## config.mk

```make
export PLATFORM = sky130hd
export DESIGN_NAME = latching_relay_timer_driver
export DESIGN_NICKNAME = d
export VERILOG_FILES = /design/src/lrtd_pkg.sv /design/src/latching_relay_timer_driver.sv /design/src/lrtd_relay.sv
export SDC_FILE = /design/constraint.sdc
export NUM_CORES = 1
export LEC_CHECK = 0
export ABC_AREA = 1
export BUFFER_PORTS_ARGS = -buffer_cell sky130_fd_sc_hd__clkbuf_2
export CORE_AREA = 5 5 92 94
export DETAILED_ROUTE_END_ITERATION = 16
export DIE_AREA = 0 0 97 99
export GPL_ROUTABILITY_DRIVEN = 1
export PLACE_DENSITY_LB_ADDON = 0.1
export SKIP_CTS_REPAIR_TIMING = 1
export SYNTH_ARGS = -nofsm -noshare
export SYNTH_HDL_FRONTEND = slang
export SYNTH_SLANG_ARGS = --single-unit
```

## constraint.sdc

```tcl
create_clock -name aclk -period 5.5 [get_ports aclk]
set_input_delay 0.275 -clock aclk [delete_from_list [all_inputs] [get_ports aclk]]
set_output_delay 0.275 -clock aclk [all_outputs]
set_load 0.005 [all_outputs]
```

## src/lrtd_pkg.sv

```systemverilog
// Shared types and constants for the latching relay timer driver.
// Depends on nothing; imported by lrtd_relay, latching_relay_timer_driver, lrtd_checker and the testbench.
`default_nettype none

package lrtd_pkg;

    // Request codes carried in s_tuser.
    typedef enum logic [2:0] {
        REQ_TICK   = 3'd0,
        REQ_ON     = 3'd1,
        REQ_OFF    = 3'd2,
        REQ_TOGGLE = 3'd3,
        REQ_TIMER  = 3'd4
    } req_t;

    // Relay modes. The fourth code is never produced.
    typedef enum logic [1:0] {
        MODE_OFF   = 2'd0,
        MODE_ON    = 2'd1,
        MODE_TIMED = 2'd2
    } mode_t;

    localparam int unsigned SECONDS_W = 16;
    localparam int unsigned MASK_W    = 2;
    localparam int unsigned PRESCALE_W = 4;
    localparam logic [PRESCALE_W-1:0] TICKS_PER_SECOND_LAST = 4'd9;

    // Control sent from the top level to every relay cell.
    typedef struct packed {
        logic                 tick;
        logic                 second_strobe;
        logic                 cmd_sel;
        logic [2:0]           req;
        logic [SECONDS_W-1:0] seconds;
    } relay_ctl_t;

    // Coil pulses that one relay cell asks for on a tick.
    typedef struct packed {
        logic on_coil;
        logic off_coil;
    } coil_t;

endpackage

`default_nettype wire

```

## src/latching_relay_timer_driver.sv

```systemverilog
// Latching relay timer driver: input register, tick prescaler, relay cells
// and result register. Depends on lrtd_pkg and lrtd_relay.
//
// Usage:
// Items arrive on the s_ channel. s_tuser carries the request kind (tick,
// turn on, turn off, toggle, set timer); s_tdata carries the relay index and
// the timer length in seconds. Each tick stands for 100 ms. Commands change
// the addressed relay and produce no result. Every tick produces exactly one
// result item on the m_ channel, holding an on-coil mask and an off-coil
// mask; a set bit means that coil is pulsed for this tick.
// Every tenth tick, timed relays count down one second and turn off when
// their countdown reaches zero.
// An accepted item is captured in the input register and handled from there;
// a tick's result is captured in the result register, which drives m_tvalid.
// The block takes one item per cycle unless a tick is held back; the relay
// update logic between the input and result registers is combinational.
// When the receiver stalls, the result register holds its item; commands keep
// flowing, and only a tick that meets a full, stalled result register waits
// in the input register, which then deasserts s_tready.
// Reset (aresetn low, synchronous) turns all relays off, clears countdowns,
// pending pulses and the prescaler, and empties both registers.
`default_nettype none

module latching_relay_timer_driver
    import lrtd_pkg::*;
#(
    parameter int RELAY_COUNT = 2
) (
    input  wire logic        aclk,
    input  wire logic        aresetn,
    input  wire logic        s_tvalid,
    output logic             s_tready,
    input  wire logic [23:0] s_tdata,   // [0] relay_index, [16:1] seconds, zero pad
    input  wire logic [2:0]  s_tuser,   // [2:0] req_type
    output logic             m_tvalid,
    input  wire logic        m_tready,
    output logic [7:0]       m_tdata    // [1:0] on_coil_mask, [3:2] off_coil_mask
);

    // Input register. It only needs a valid bit reset.
    logic                 in_valid_reg, in_valid_next;
    logic [2:0]           in_req_reg;
    logic                 in_idx_reg;
    logic [SECONDS_W-1:0] in_secs_reg;

    logic in_tick;
    logic advance;
    logic load_in;

    // Result register.
    logic              out_valid_reg, out_valid_next;
    logic [MASK_W-1:0] on_mask_reg, off_mask_reg;
    logic [MASK_W-1:0] on_mask_next, off_mask_next;

    // Tick prescaler: counts ticks within the current second.
    logic [PRESCALE_W-1:0] prescale_reg, prescale_next;
    logic                  second_strobe;

    relay_ctl_t ctl;
    coil_t      coils [RELAY_COUNT];

    assign in_tick = (in_req_reg == REQ_TICK);

    // A command never waits; a tick waits only if its result has nowhere to go.
    assign advance  = in_valid_reg && (!in_tick || !out_valid_reg || m_tready);
    assign s_tready = !in_valid_reg || advance;
    assign load_in  = s_tvalid && s_tready;

    always_comb begin
        in_valid_next = in_valid_reg;
        if (load_in) begin
            in_valid_next = 1'b1;
        end else if (advance) begin
            in_valid_next = 1'b0;
        end
    end

    assign second_strobe = (prescale_reg == TICKS_PER_SECOND_LAST);

    always_comb begin
        prescale_next = prescale_reg;
        if (advance && in_tick) begin
            prescale_next = second_strobe ? '0 : prescale_reg + PRESCALE_W'(1);
        end
    end

    // Commands addressed past the end of the bank are dropped here.
    always_comb begin
        ctl.tick          = advance && in_tick;
        ctl.second_strobe = second_strobe;
        ctl.cmd_sel       = advance && !in_tick && (32'(in_idx_reg) < RELAY_COUNT);
        ctl.req           = in_req_reg;
        ctl.seconds       = in_secs_reg;
    end

    for (genvar r = 0; r < RELAY_COUNT; r++) begin : g_relay
        relay_ctl_t ctl_r;
        always_comb begin
            ctl_r         = ctl;
            ctl_r.cmd_sel = ctl.cmd_sel && (32'(in_idx_reg) == r);
        end
        lrtd_relay u_relay (
            .aclk    (aclk),
            .aresetn (aresetn),
            .ctl     (ctl_r),
            .coil    (coils[r])
        );
    end

    // Only the first relays fit in the output masks.
    for (genvar b = 0; b < MASK_W; b++) begin : g_mask
        if (b < RELAY_COUNT) begin : g_used
            assign on_mask_next[b]  = coils[b].on_coil;
            assign off_mask_next[b] = coils[b].off_coil;
        end else begin : g_unused
            assign on_mask_next[b]  = 1'b0;
            assign off_mask_next[b] = 1'b0;
        end
    end

    always_comb begin
        out_valid_next = out_valid_reg;
        if (advance && in_tick) begin
            out_valid_next = 1'b1;
        end else if (m_tready) begin
            out_valid_next = 1'b0;
        end
    end

    always_ff @(posedge aclk) begin
        if (!aresetn) begin
            in_valid_reg  <= 1'b0;
            out_valid_reg <= 1'b0;
            prescale_reg  <= '0;
        end else begin
            in_valid_reg  <= in_valid_next;
            out_valid_reg <= out_valid_next;
            prescale_reg  <= prescale_next;
        end
    end

    always_ff @(posedge aclk) begin
        if (load_in) begin
            in_req_reg  <= s_tuser;
            in_idx_reg  <= s_tdata[0];
            in_secs_reg <= s_tdata[SECONDS_W:1];
        end
        if (advance && in_tick) begin
            on_mask_reg  <= on_mask_next;
            off_mask_reg <= off_mask_next;
        end
    end

    assign m_tvalid = out_valid_reg;
    assign m_tdata  = {4'b0000, off_mask_reg, on_mask_reg};

    // A relay is never pulsed on both coils in the same tick.
    assert property (@(posedge aclk) disable iff (!aresetn)
        m_tvalid |-> ((on_mask_reg & off_mask_reg) == '0))
        else $error("on and off coil pulsed together");

    // The prescaler wraps after the tenth tick.
    assert property (@(posedge aclk) disable iff (!aresetn)
        prescale_reg <= TICKS_PER_SECOND_LAST)
        else $error("prescaler out of range");

    // A tick held back by a stalled result stays in the input register.
    assert property (@(posedge aclk) disable iff (!aresetn)
        (in_valid_reg && !advance) |=>
            (in_valid_reg && $stable(in_req_reg) && $stable(in_secs_reg)
             && $stable(in_idx_reg)))
        else $error("stalled input item lost");

    // Only a tick may load a result.
    assert property (@(posedge aclk) disable iff (!aresetn)
        (!out_valid_reg && $past(!in_valid_reg)) |=> !out_valid_reg || $past(in_tick))
        else $error("result loaded without a tick");

    // Reset empties the result register.
    assert property (@(posedge aclk)
        !aresetn |=> !m_tvalid)
        else $error("result valid after reset");

endmodule

`default_nettype wire

```

## src/lrtd_relay.sv

```systemverilog
// One relay cell: mode, countdown and pending flag with their update logic.
// Depends on lrtd_pkg.
`default_nettype none

module lrtd_relay
    import lrtd_pkg::*;
(
    input  wire logic       aclk,
    input  wire logic       aresetn,
    input  wire relay_ctl_t ctl,
    output coil_t           coil
);

    mode_t                mode_reg, mode_next;
    logic [SECONDS_W-1:0] countdown_reg, countdown_next;
    logic                 pending_reg, pending_next;

    always_comb begin
        mode_t mode_tmp;
        logic  pend_tmp;
        mode_tmp       = mode_reg;
        pend_tmp       = pending_reg;
        mode_next      = mode_reg;
        countdown_next = countdown_reg;
        pending_next   = pending_reg;
        coil           = '0;
        if (ctl.tick) begin
            // The second boundary is applied before the coils are evaluated.
            if (ctl.second_strobe && mode_reg == MODE_TIMED && countdown_reg != '0) begin
                countdown_next = countdown_reg - SECONDS_W'(1);
                if (countdown_reg == SECONDS_W'(1)) begin
                    mode_tmp = MODE_OFF;
                    pend_tmp = 1'b1;
                end
            end
            if (pend_tmp) begin
                if (mode_tmp == MODE_ON || mode_tmp == MODE_TIMED) begin
                    coil.on_coil = 1'b1;
                end else begin
                    coil.off_coil = 1'b1;
                end
            end
            mode_next    = mode_tmp;
            pending_next = 1'b0;
        end else if (ctl.cmd_sel) begin
            case (ctl.req)
                REQ_ON: begin
                    mode_next    = MODE_ON;
                    pending_next = 1'b1;
                end
                REQ_OFF: begin
                    mode_next    = MODE_OFF;
                    pending_next = 1'b1;
                end
                REQ_TOGGLE: begin
                    mode_next    = (mode_reg == MODE_ON) ? MODE_OFF : MODE_ON;
                    pending_next = 1'b1;
                end
                REQ_TIMER: begin
                    pending_next = 1'b1;
                    if (ctl.seconds == '0) begin
                        mode_next = MODE_OFF;
                    end else if (ctl.seconds == SECONDS_W'(1)) begin
                        mode_next = MODE_ON;
                    end else begin
                        mode_next      = MODE_TIMED;
                        countdown_next = ctl.seconds;
                    end
                end
                default: begin
                end
            endcase
        end
    end

    always_ff @(posedge aclk) begin
        if (!aresetn) begin
            mode_reg      <= MODE_OFF;
            countdown_reg <= '0;
            pending_reg   <= 1'b0;
        end else begin
            mode_reg      <= mode_next;
            countdown_reg <= countdown_next;
            pending_reg   <= pending_next;
        end
    end

endmodule

`default_nettype wire

```

; ---- Word-level counts from Yosys, hierarchy flattened
; Index checks and enable logic that the tools add are counted.
[totals]
reg_bits = 68
inputBits = 31
out_inout_bits = 10
[op_classes]
add_sub_neg = 3
n_eq_ne = 20
muxes = 40
bitwise = 2
n_reduce_logical = 36
[op_table]
columns = op, n
row1 = $mux 16, 9
row2 = $eq 16x1->1 const B, 3
row3 = $reduce_bool 16->1, 2
row4 = $sub 16x1->16 const B, 2
row5 = $mux 2, 12
row6 = $logic_not 16->1, 1
row7 = $mux 1, 16
row8 = $pmux 2 s4, 2
row9 = $logic_and 1x1->1, 10
row10 = $reduce_and 5->1, 2
row11 = $reduce_bool 2->1, 5
row12 = $eq 2x1->1 const B, 4
row13 = $eq 2x2->1 const B, 4
row14 = $reduce_and 2->1, 4
row15 = $eq 3x2->1 const B, 2
row16 = $logic_or 1x1->1, 5
row17 = $reduce_bool 5->1, 1
row18 = $add 4x1->4 const B, 1
row19 = $eq 4x4->1 const B, 1
row20 = $mux 4, 1
row21 = $ne 2x1->1 const B, 2
row22 = $ne 2x2->1 const B, 2
row23 = $reduce_or 4->1, 1
row24 = $eq 3x1->1 const B, 1
row25 = 5 further kinds, 8

; ---- Logic depth before layout (Yosys ltp)
; Gate-level depths: netlist of run 1.
[depth]
word_depth = 10
depth_mapped = 12

; ---- By module
; Synthesis of run 1 repeated with hierarchy kept, for this count alone.
[unflattened]
cells_unflattened = 684
area_unflattened_um2 = 4451.8
[modules_own_cells]
columns = module, instances, cells_each, area_per_inst_um2, seq_area_each_um2
row1 = lrtd_relay (g_relay[1].u_relay), 1, 301, 1659.1, 380.4
row2 = lrtd_relay (g_relay[0].u_relay), 1, 298, 1639.1, 380.4
row3 = latching_relay_timer_driver, 1, 85, 1153.6, 840.8

; ---- Worst setup path before layout of run 1
; Ideal clock, no wire load.
[synth_path]
path_type = reg-to-reg
start = reg in_req_reg[2]
end = reg in_idx_reg, enable pin
setup_time_ns = 0.397
t_arrival_ns = 1.488
required_ns = 5.103
slack_ns = 3.615
path_stages_with_launch = 5
path_buffers = 0
cell_sequence = edfxtp_1 inv_2 nand3_4 nor2_1 nor2_1
[synth_via]
elab_chain_len = 7
[synth_lines]
columns = item, line_no
row1 = start: declaration, latching_relay_timer_driver.sv:42  ; logic [2:0] in_req_reg;
row2 = start signal: assignment, latching_relay_timer_driver.sv:144  ; in_req_reg <= s_tuser;
row3 = $logic_not 3->1, latching_relay_timer_driver.sv:62  ; assign in_tick = (in_req_reg == REQ_TICK);
row4 = $logic_not 1->1, latching_relay_timer_driver.sv:65  ; assign advance = in_valid_reg && (!in_tick || !out_valid_reg || m_tready);
row5 = $logic_or 1x1->1 (2 in a row), latching_relay_timer_driver.sv:65
row6 = $logic_and 1x1->1, latching_relay_timer_driver.sv:65
row7 = $logic_or 1x1->1, latching_relay_timer_driver.sv:66  ; assign s_tready = !in_valid_reg || advance;
row8 = $logic_and 1x1->1, latching_relay_timer_driver.sv:67  ; assign load_in = s_tvalid && s_tready;
row9 = end signal: assignment, latching_relay_timer_driver.sv:145  ; in_idx_reg <= s_tdata[0];
row10 = end: declaration, latching_relay_timer_driver.sv:43  ; logic in_idx_reg;
; Every way passes these cells.
; A chain may end at the register's enable or synchronous reset.

; ---- Worst setup path in the final report of run 1
[layout_path]
start = reg in_req_reg[1]
end = reg g_relay[0].u_relay.countdown_reg[3]
[layout_via]
elab_chain_len = 9
[layout_lines]
columns = item, line_no
row1 = $logic_not 3->1, latching_relay_timer_driver.sv:62
row2 = $logic_not 1->1, "latching_relay_timer_driver.sv:65, latching_relay_timer_driver.sv:91"
row3 = $logic_or 1x1->1 (2 in a row), latching_relay_timer_driver.sv:65
row4 = $logic_and 1x1->1, latching_relay_timer_driver.sv:65
row5 = $logic_and 1x1->1, latching_relay_timer_driver.sv:91  ; ctl.cmd_sel = advance && !in_tick && (32'(in_idx_reg) < RELAY_COUNT);
row6 = $logic_and 1x1->1, latching_relay_timer_driver.sv:100  ; ctl_r.cmd_sel = ctl.cmd_sel && (32'(in_idx_reg) == r);
row7 = $reduce_bool 2->1 (no line), n/a
row8 = $reduce_and 5->1 (no line), n/a
row9 = end signal: assignment, lrtd_relay.sv:83  ; countdown_reg <= countdown_next;
row10 = end: declaration, lrtd_relay.sv:15  ; logic [SECONDS_W-1:0] countdown_reg, countdown_next;
; Several ways; a longest one is shown, not always the timed one.

==> flow_summary.yaml, run 1 <==
routing:
  dr_total_vias: 3626
  drt_iter0_drc: 256
  drt_first_pass_iters: 4
  drt-total-wl_um: 8720
  wire_per_inst_um: 11.8
  detail_route.vias_per_cell: 4.89
  ant_nets: 0
  drc: 0
global_routing:
  grt_max_degree: 50
  grt_pass1_vias: 3326
  antenna_found_initial: 0
  grt_util_met2_pct: 29.2
  grt_overflow: 0
  busiest_layer: "met2"
  gr-usage-all-layers_pct: 19.0
  groute.layer.met3.usage_pct: 4.25
  grt_pass1_wl_um: 15100
  grt_util_met1_pct: 26.5
yosys:
  synthXorXnorAreaFrac_pct: 1.10
  yosys.area_share.simple_pct: 40.8
  synth_top_family_by_area: "simple AND/OR/NAND/NOR gates"
  synthMuxAreaShare_pct: 0
  yosysWarnings: 0
  synth_fa_ha_area_share_pct: 1.88
  syn_inst: 610
  ys_types: 31
  seq_area_frac_synth_pct: 40.2
  synth_compound_gate_area_share_pct: 6.43
  synth_area_um2: 3990
  avgSynthCellArea_um2: 6.53
  ys_ff_latch: 68
sta:
  fmax_mhz: 361
  timing.slew.headroom_pct: 43.3
  setup-tns-final_ns: 0
  fin_crit_ns: 2.77
  worst_slack_ns: 2.73
  setup-violations-final: 0
  finalHoldViolCount: 0
  tightest_slew_ns: 0.851
  skew_ns: 0.00864
  final.period_utilization_pct: 50.4
  rsz0062_at_grt: "false"
  slew_violations: 0
floorplanning:
  ios: 41
  start_util_pct: 52.7
  die_w_um: 97
  die_y_um: 99
  core_um2: 7570
  die_area_um2: 9600
  row_count: 32
clocking:
  clock-root-buffer: "clkbuf_8"
  htree_levels: 3
  clk_path_buf_depth: 2
  clkSinkCount: 68
  worstSkewPairLatency_ns: 0.35
  cts_tree: "yes"
  clkSlewWorstSetupHoldPaths_ns: 0.07
  cts_buffers: 9
place:
  dp_hpwl_um: 6120
  portBuffers: 29
  dp_cells: 725
  place_ws_ns: 2.77
  gp_congestion: 0.855
critical_path:
  crit_required_ns: 5.79
  setup.worst_path.end_class: "flop"
  crit_type: "flop to flop"
  start_kind: "flop"
  crit_fanout: 21
  ff2ff_path_depth: 9
  worstPathArrival_ns: 3.06
final_layout:
  largest_reg_flops: 32
  stdcell_count: 741
  final_cell_mix: "nand2_1, nor2_1, inv_1"
  fin_util_pct: 57.5
  nNetsFinal: 671
  drive_gt1_share_pct: 9.39
  diodes: 0
  layout_commonest_cell: "nand2_1"
  area_delta_synth_final_pct: 9.20
flow_run:
  drv_cap: 0
power:
  leakage_nw: 2.16
  ir_drop_v: 0.000198
  p_per_area_nw_per_um2: 249
status:
  status: "finished, final reports clean"
min_path:
  hp-class: "primary input to flop"
  worstHoldPathCells: 1
through the flow:
step           hold slack (ns)  cell area [um^2]  total power [mW]
6_report                 0.103              4350              1.08
5_1_grt                 0.0813              4350              1.14
4_1_cts                 0.0878              4350              1.09
3_5_place_dp             0.450              4160             0.687
3_3_place_gp             0.441              4160             0.684
2_1_floorplan            0.374              4000             0.657
report_power, final:
group          leakage, nW  internal [mW]  switching, mW
sequential           0.589          0.536        0.00982
clock               0.0926          0.207          0.200
combinational         1.48         0.0451         0.0870
path summary, 6_finish.rpt:
kind | from | end | slack [ns]
worst max-delay path | in_req_reg[1] | g_relay[0].u_relay.countdown_reg[3] | 2.73
worst min-delay path | s_tdata[10] | in_secs_reg[9] | 0.10
worst max register to register | in_req_reg[1] | g_relay[0].u_relay.countdown_reg[3] | 2.73
worst min register to register | g_relay[1].u_relay.pending_reg | g_relay[1].u_relay.pending_reg | 0.46
layer usage:
layer / wire length, um / vias to the layer above
met2: 3740 / 73
met3: 490 / 12
li1: - / 1941
met1: 4350 / 1600
met4: 140 / 0
met5: 0 / -
area by class of cell:
| cell class | instances | area [um^2] |
|---|---|---|
| fillers | 752 | 3210 |
| flip-flops and latches | 68 | 1600 |
| multi-input cells | 455 | 2020 |
| well taps | 102 | 128 |
| clock inverters | 7 | 67.6 |
| clock buffers | 9 | 124 |
| inverters | 70 | 263 |
| repair buffers | 30 | 153 |
kinds of logic after synthesis:
family	Yosys count
compound gates	49
xor+xnor	5
fa+ha+maj	6
buf+inv	90
flops	68
other cells	1
simple gates	391
Yosys cell counts, drive strengths merged:
cell type	count	area share (%)
a21oi	24	3.1
and2	1	0.16
buf	16	2.5
clkbuf	4	0.38
conb	1	0.094
dfxtp	44	22
edfxtp	24	18
ha	6	1.9
inv	70	6.6
nand2	182	18
nand3	44	5.8
nand3b	4	0.75
nand4	9	1.4
nor2	148	15
nor3	2	0.25
o211ai	1	0.19
o21a	1	0.19
o21ai	22	2.8
o21bai	1	0.19
or2	1	0.16
xor2	5	1.1
worst max-delay path, cell delays in order, from the launching register on:
cell      delay [ns]
edfxtp_1        0.45
nor2_4          0.20
inv_1           0.08
nor2_2          0.13
nand3_1         0.19
nand2_1         0.56
nand2_1         0.62
inv_1           0.34
nor2_1          0.07
nor2_1          0.09
Power figures use the tool's default switching activity.
==> run 2, diff against run 1 <==
--- a/config.mk
+++ b/config.mk
@@ -5,11 +5,11 @@
 export SDC_FILE = /design/constraint.sdc
 export NUM_CORES = 1
 export LEC_CHECK = 0
-export ABC_AREA = 1
+export ABC_AREA = 0
 export BUFFER_PORTS_ARGS = -buffer_cell sky130_fd_sc_hd__clkbuf_2
-export CORE_AREA = 5 5 92 94
+export CORE_AREA = 5 5 89 91
 export DETAILED_ROUTE_END_ITERATION = 16
-export DIE_AREA = 0 0 97 99
+export DIE_AREA = 0 0 94 96
 export GPL_ROUTABILITY_DRIVEN = 1
 export PLACE_DENSITY_LB_ADDON = 0.1
 export SKIP_CTS_REPAIR_TIMING = 1
==> constraint.sdc (replaced) <==
create_clock -name aclk -period 2.46 [get_ports aclk]
set_input_delay 0.123 -clock aclk [delete_from_list [all_inputs] [get_ports aclk]]
set_output_delay 0.123 -clock aclk [all_outputs]
set_load 0.005 [all_outputs]
==> flow_summary.yaml, run 2 <==
final_layout:
  largest_reg_flops: 32
  diodes: 0
  stdcell_count: 562
  final_cell_mix: "a21oi_1, dfxtp_1, nand2_1"
  drive_gt1_share_pct: 16.6
  fin_area_um2: 4320
  layout_commonest_cell: "a21oi_1"
  area_delta_synth_final_pct: 19.0
  nNetsFinal: 495
routing:
  drc: 0
  detail_route.vias_per_cell: 5.69
  drt_first_pass_iters: 5
  dr_total_vias: 3200
  drt_iter0_drc: 180
  ant_nets: 0
  drt-total-wl_um: 8600
  wire_per_inst_um: 15.3
global_routing:
  antenna_found_initial: 0
  gr-usage-all-layers_pct: 20.2
  grt_pass1_vias: 2909
  grt_max_degree: 38
  grt_overflow: 0
  grt_pass1_wl_um: 13900
floorplanning:
  ios: 41
  row_count: 31
  core_um2: 7060
  die_area_um2: 9020
  die_y_um: 96
  die_w_um: 94
  start_util_pct: 51.4
sta:
  finalHoldViolCount: 1
  setup-violations-final: 0
  fin_crit_ns: 2.15
  timing.hold.ws_ns: -0.00316
  skew_ns: 0.0151
  rsz0062_at_grt: "false"
  final.period_utilization_pct: 87.3
  fmax_mhz: 466
  slew_violations: 0
  timing.slew.headroom_pct: 47.5
  setup-tns-final_ns: 0
  tightest_slew_ns: 0.788
clocking:
  htree_levels: 3
  cts_tree: "yes"
  worstSkewPairLatency_ns: 0.35
  cts_buffers: 9
  clkSlewWorstSetupHoldPaths_ns: 0.07
  clkSinkCount: 68
  clk_path_buf_depth: 2
  clock-root-buffer: "clkbuf_8"
yosys:
  ys_types: 52
  seq_area_frac_synth_pct: 44.1
  synth_area_um2: 3630
  ys_ff_latch: 68
  synth_most_common_cell: "a21oi_1"
  synth_flop_cell: "dfxtp_1"
  synthTopCellsByArea: "dfxtp_1, edfxtp_1, a21oi_1"
  synthTopCellsByCount: "a21oi_1, dfxtp_1, nand2_1"
  syn_inst: 406
  avgSynthCellArea_um2: 8.94
  yosysWarnings: 0
  synthArstFlopShare_pct: 0
  synth-edff-count: 24
  yosys.area.top_type_share_pct: 24.3
  yosys.area.top_type: "dfxtp_1"
power:
  ir_drop_v: 0.000493
  power_mw: 2.57
  leakage_nw: 1.54
  p_per_area_nw_per_um2: 594
  clkPwrFrac_pct: 43.3
  pwr-share-comb_pct: 8.7
  power_switching_uw: 596
  swShare_pct: 23.2
  p_seq_share_pct: 48.0
  p_int_mw: 1.97
critical_path:
  cp_num_cells: 7
  critPathLaunch: "in_req_reg[1]"
  path_cells: "nor4b_2, nand2b_1, inv_2, buf_4, nand3_1, a21o_1, a21oi_1"
  crit_required_ns: 2.73
  rr_endpoint: "g_relay[1].u_relay.countdown_reg[14]"
  ff2ff_path_depth: 7
  rrSetupSlack_ns: 0.31
  critPathMaxStageDelay_ns: 0.47
  cp.buffers_inverters: 2
  crit_fanout: 14
  timing.rr.start: "in_req_reg[1]"
  crit_type: "flop to flop"
  worstPathArrival_ns: 2.42
  critPathSlowestCell: "edfxtp_1"
  cp-endpoint: "g_relay[1].u_relay.countdown_reg[14]"
  start_kind: "flop"
  path_delay_family: "simple AND/OR/NAND/NOR gates"
  setup.worst_path.end_class: "flop"
status:
  violations: "negative hold slack"
  status: "finished with violations"
place:
  gp_congestion: 0.855
  dp_cells: 526
  dp_hpwl_um: 5920
  portBuffers: 29
  dpl_cell_area_um2: 3880
flow_run:
  drv_cap: 0
min_path:
  hp-class: "primary input to flop"
  worstHoldPathCells: 3
==> run 2: cell families after synthesis <==
| kind of cell | after synthesis | share of synthesized area (%) |
|---|---|---|
| compound gates | 131 | 23.1 |
| xor+xnor | 2 | 0.483 |
| buf+inv | 37 | 5.58 |
| mux | 2 | 0.551 |
| simple gates | 159 | 24.1 |
| fa+ha+maj | 6 | 2.07 |
| other cells | 1 | 0.103 |
| flops | 68 | 44.1 |
==> run 2: how the worst min path moves through the flow <==
stage | from | endpoint | slack, ns
after detailed placement | s_tdata[11] | in_secs_reg[10] | 0.30
after CTS | s_tdata[11] | in_secs_reg[10] | -0.06
final | s_tvalid | in_valid_reg | -0.003
after global placement | s_tdata[11] | in_secs_reg[10] | 0.30
after floorplan | s_tdata[0] | in_idx_reg | 0.22
after global routing | s_tvalid | in_valid_reg | 0.02
==> run 2: layout make-up <==
type / instances / area (um^2)
multi-input combinational: 304 / 1840
fill: 621 / 2740
clock inverter: 6 / 111
clock buffer: 10 / 128
tap: 99 / 124
sequential: 68 / 1600
inverter: 13 / 48.8
timing repair buffer: 62 / 468
==> run 2: power by group through the flow <==
stage | registers [mW] | logic, mW | clock network [mW]
after CTS | 1.23 | 0.194 | 1.13
after detailed placement | 1.26 | 0.193 | 0
after floorplan | 1.25 | 0.134 | 0
final | 1.23 | 0.222 | 1.11
after global routing | 1.24 | 0.247 | 1.18
after global placement | 1.26 | 0.191 | 0
==> run 2: worst reg2reg max path: cells and delay by family (launching register included) <==
family | cells | cell delay (ns)
AOI/OAI and AO/OA | 2 | 0.31
buffers and inverters | 2 | 0.53
DFF | 1 | 0.47
and+or+nand+nor | 3 | 0.78
==> run 2: stage by stage <==
step | setup WS (ns) | util, %
after floorplan | 0.521 | -
after global placement | 0.347 | 55.0
after detailed placement | 0.314 | 55.0
after CTS | 0.289 | 58.3
after global routing | 0.104 | 61.2
final | 0.313 | 61.2
==> run 2: layer usage <==
metal  global-route usage, %  wire (um)
met1                    27.4       4100
met5                       0          0
met4                    9.87        183
met2                    30.9       3840
met3                    3.75        465
==> run 3, diff against run 2 <==
--- a/config.mk
+++ b/config.mk
@@ -7,9 +7,10 @@
 export LEC_CHECK = 0
 export ABC_AREA = 0
 export BUFFER_PORTS_ARGS = -buffer_cell sky130_fd_sc_hd__clkbuf_2
-export CORE_AREA = 5 5 89 91
+export CORE_AREA = 5 5 88 90
+export CTS_BUF_LIST = sky130_fd_sc_hd__clkbuf_16
 export DETAILED_ROUTE_END_ITERATION = 16
-export DIE_AREA = 0 0 94 96
+export DIE_AREA = 0 0 93 95
 export GPL_ROUTABILITY_DRIVEN = 1
 export PLACE_DENSITY_LB_ADDON = 0.1
 export SKIP_CTS_REPAIR_TIMING = 1
==> constraint.sdc (replaced) <==
create_clock -name aclk -period 2.22 [get_ports aclk]
set_input_delay 0.111 -clock aclk [delete_from_list [all_inputs] [get_ports aclk]]
set_output_delay 0.111 -clock aclk [all_outputs]
set_load 0.005 [all_outputs]
==> flow_summary.yaml, run 3 (same netlist as run 2, synthesis figures left out) <==
sta:
  setup-violations-final: 0
  finalHoldViolCount: 0
  final.period_utilization_pct: 93.5
  skew_ns: 0.00695
  tightest_slew_ns: 0.796
  slew_violations: 0
  setup-tns-final_ns: 0
  fmax_mhz: 482
  worst_slack_ns: 0.144
  timing.slew.headroom_pct: 46.9
  timing.hold.ws_ns: 0.00565
  rsz0062_at_grt: "false"
  fin_crit_ns: 2.08
final_layout:
  nNetsFinal: 507
  drive_gt1_share_pct: 18.3
  final_cell_mix: "a21oi_1, dfxtp_1, nand2_1"
  fillers: 573
  fin_area_um2: 4450
  layout_commonest_cell: "a21oi_1"
  stdcell_count: 557
  area_delta_synth_final_pct: 22.4
  largest_reg_flops: 32
  diodes: 0
  fin_util_pct: 63.7
clocking:
  clock-root-buffer: "clkbuf_16"
  htree_levels: 3
  cts_buffers: 9
  worstSkewPairLatency_ns: 0.33
  clkSlewWorstSetupHoldPaths_ns: 0.06
  cts_tree: "yes"
  clkSinkCount: 68
  clk_path_buf_depth: 2
routing:
  dr_total_vias: 3267
  detail_route.vias_per_cell: 5.87
  top_layer: "met4"
  drt_iter0_drc: 165
  drc: 0
  wl_met2_um: 4030
  drt_first_pass_iters: 5
  drt-met1-wl_um: 4160
  wire_per_inst_um: 15.9
  drt-total-wl_um: 8840
  wl_met3_um: 443
  ant_nets: 0
place:
  dp_cells: 520
  portBuffers: 29
  dp_hpwl_um: 5920
  gp_congestion: 0.845
  dpl_cell_area_um2: 3950
  place_ws_ns: 0.136
critical_path:
  rrSetupSlack_ns: 0.14
  timing.rr.start: "in_req_reg[1]"
  crit_required_ns: 2.41
  rr_endpoint: "g_relay[1].u_relay.countdown_reg[4]"
  critPathLaunch: "in_req_reg[1]"
  crit_fanout: 29
  start_kind: "flop"
  setup.worst_path.end_class: "flop"
  ff2ff_path_depth: 6
  cp-endpoint: "g_relay[1].u_relay.countdown_reg[4]"
  worstPathArrival_ns: 2.26
  crit_type: "flop to flop"
floorplanning:
  die_y_um: 95
  ios: 41
  start_util_pct: 52.0
  row_count: 31
  die_w_um: 93
  core_um2: 6980
  die_area_um2: 8840
global_routing:
  grt_overflow: 0
  antenna_found_initial: 0
  grt_pass1_wl_um: 13900
  grt_pass1_vias: 2831
  gr-usage-all-layers_pct: 20.3
  grt_max_degree: 33
flow_run:
  drv_cap: 0
power:
  leakage_nw: 1.63
  p_per_area_nw_per_um2: 675
  ir_drop_v: 0.000531
  power_mw: 3.00
status:
  status: "finished, final reports clean"
min_path:
  hp-class: "primary input to flop"
-- run 3: changes by cell type in the layout (fill, tap and decap cells not counted) --
cell       previous run  this run
inv_1                11        12
inv_6                 1         0
clkbuf_1              1         0
clkinv_1              0         2
clkinv_2              1         2
buf_4                11        22
clkbuf_8              9         0
clkbuf_16             0         9
buf_12                2         3
bufinv_16             3         1
-- run 3: area by class of cell --
cell class	count	area, um^2	area share (%)
timing repair buffer	74	571	12.8
multi-input combinational	304	1840	41.3
tap	82	103	2.31
clock inverter	7	58.8	1.32
sequential	68	1600	36.0
inverter	13	48.8	1.10
clock buffer	9	225	5.07
-- run 3: worst min-delay path by stage --
stage                           start              end  slack (ns)  cells after the start
after detailed placement  s_tdata[11]  in_secs_reg[10]        0.29                      1
after global placement     s_tuser[0]    in_req_reg[0]        0.29                      1
after floorplan            s_tdata[0]       in_idx_reg        0.21                      0
final                        s_tvalid     in_valid_reg       0.006                      3
after global routing         s_tvalid     in_valid_reg        0.05                      3
after CTS                  s_tdata[9]   in_secs_reg[8]       -0.05                      1
-- run 3: where the power goes --
group / internal, mW / switching (mW)
Sequential: 1.34 / 0.0307
Clock: 0.853 / 0.514
Combinational: 0.114 / 0.153
-- run 3: critical path, cell delays in order, from the launching register on --
cell	delay [ns]
edfxtp_1	0.44
or4b_4	0.59
nor4_2	0.31
a22oi_2	0.14
buf_12	0.19
a21oi_1	0.15
o32ai_2	0.10
-- run 3: metal layers --
metal / track usage, % / vias up
met2: 29.8 / 104
met5: 0 / -
met3: 3.98 / 16
met1: 28.6 / 1526
li1: - / 1621
met4: 9.52 / 0
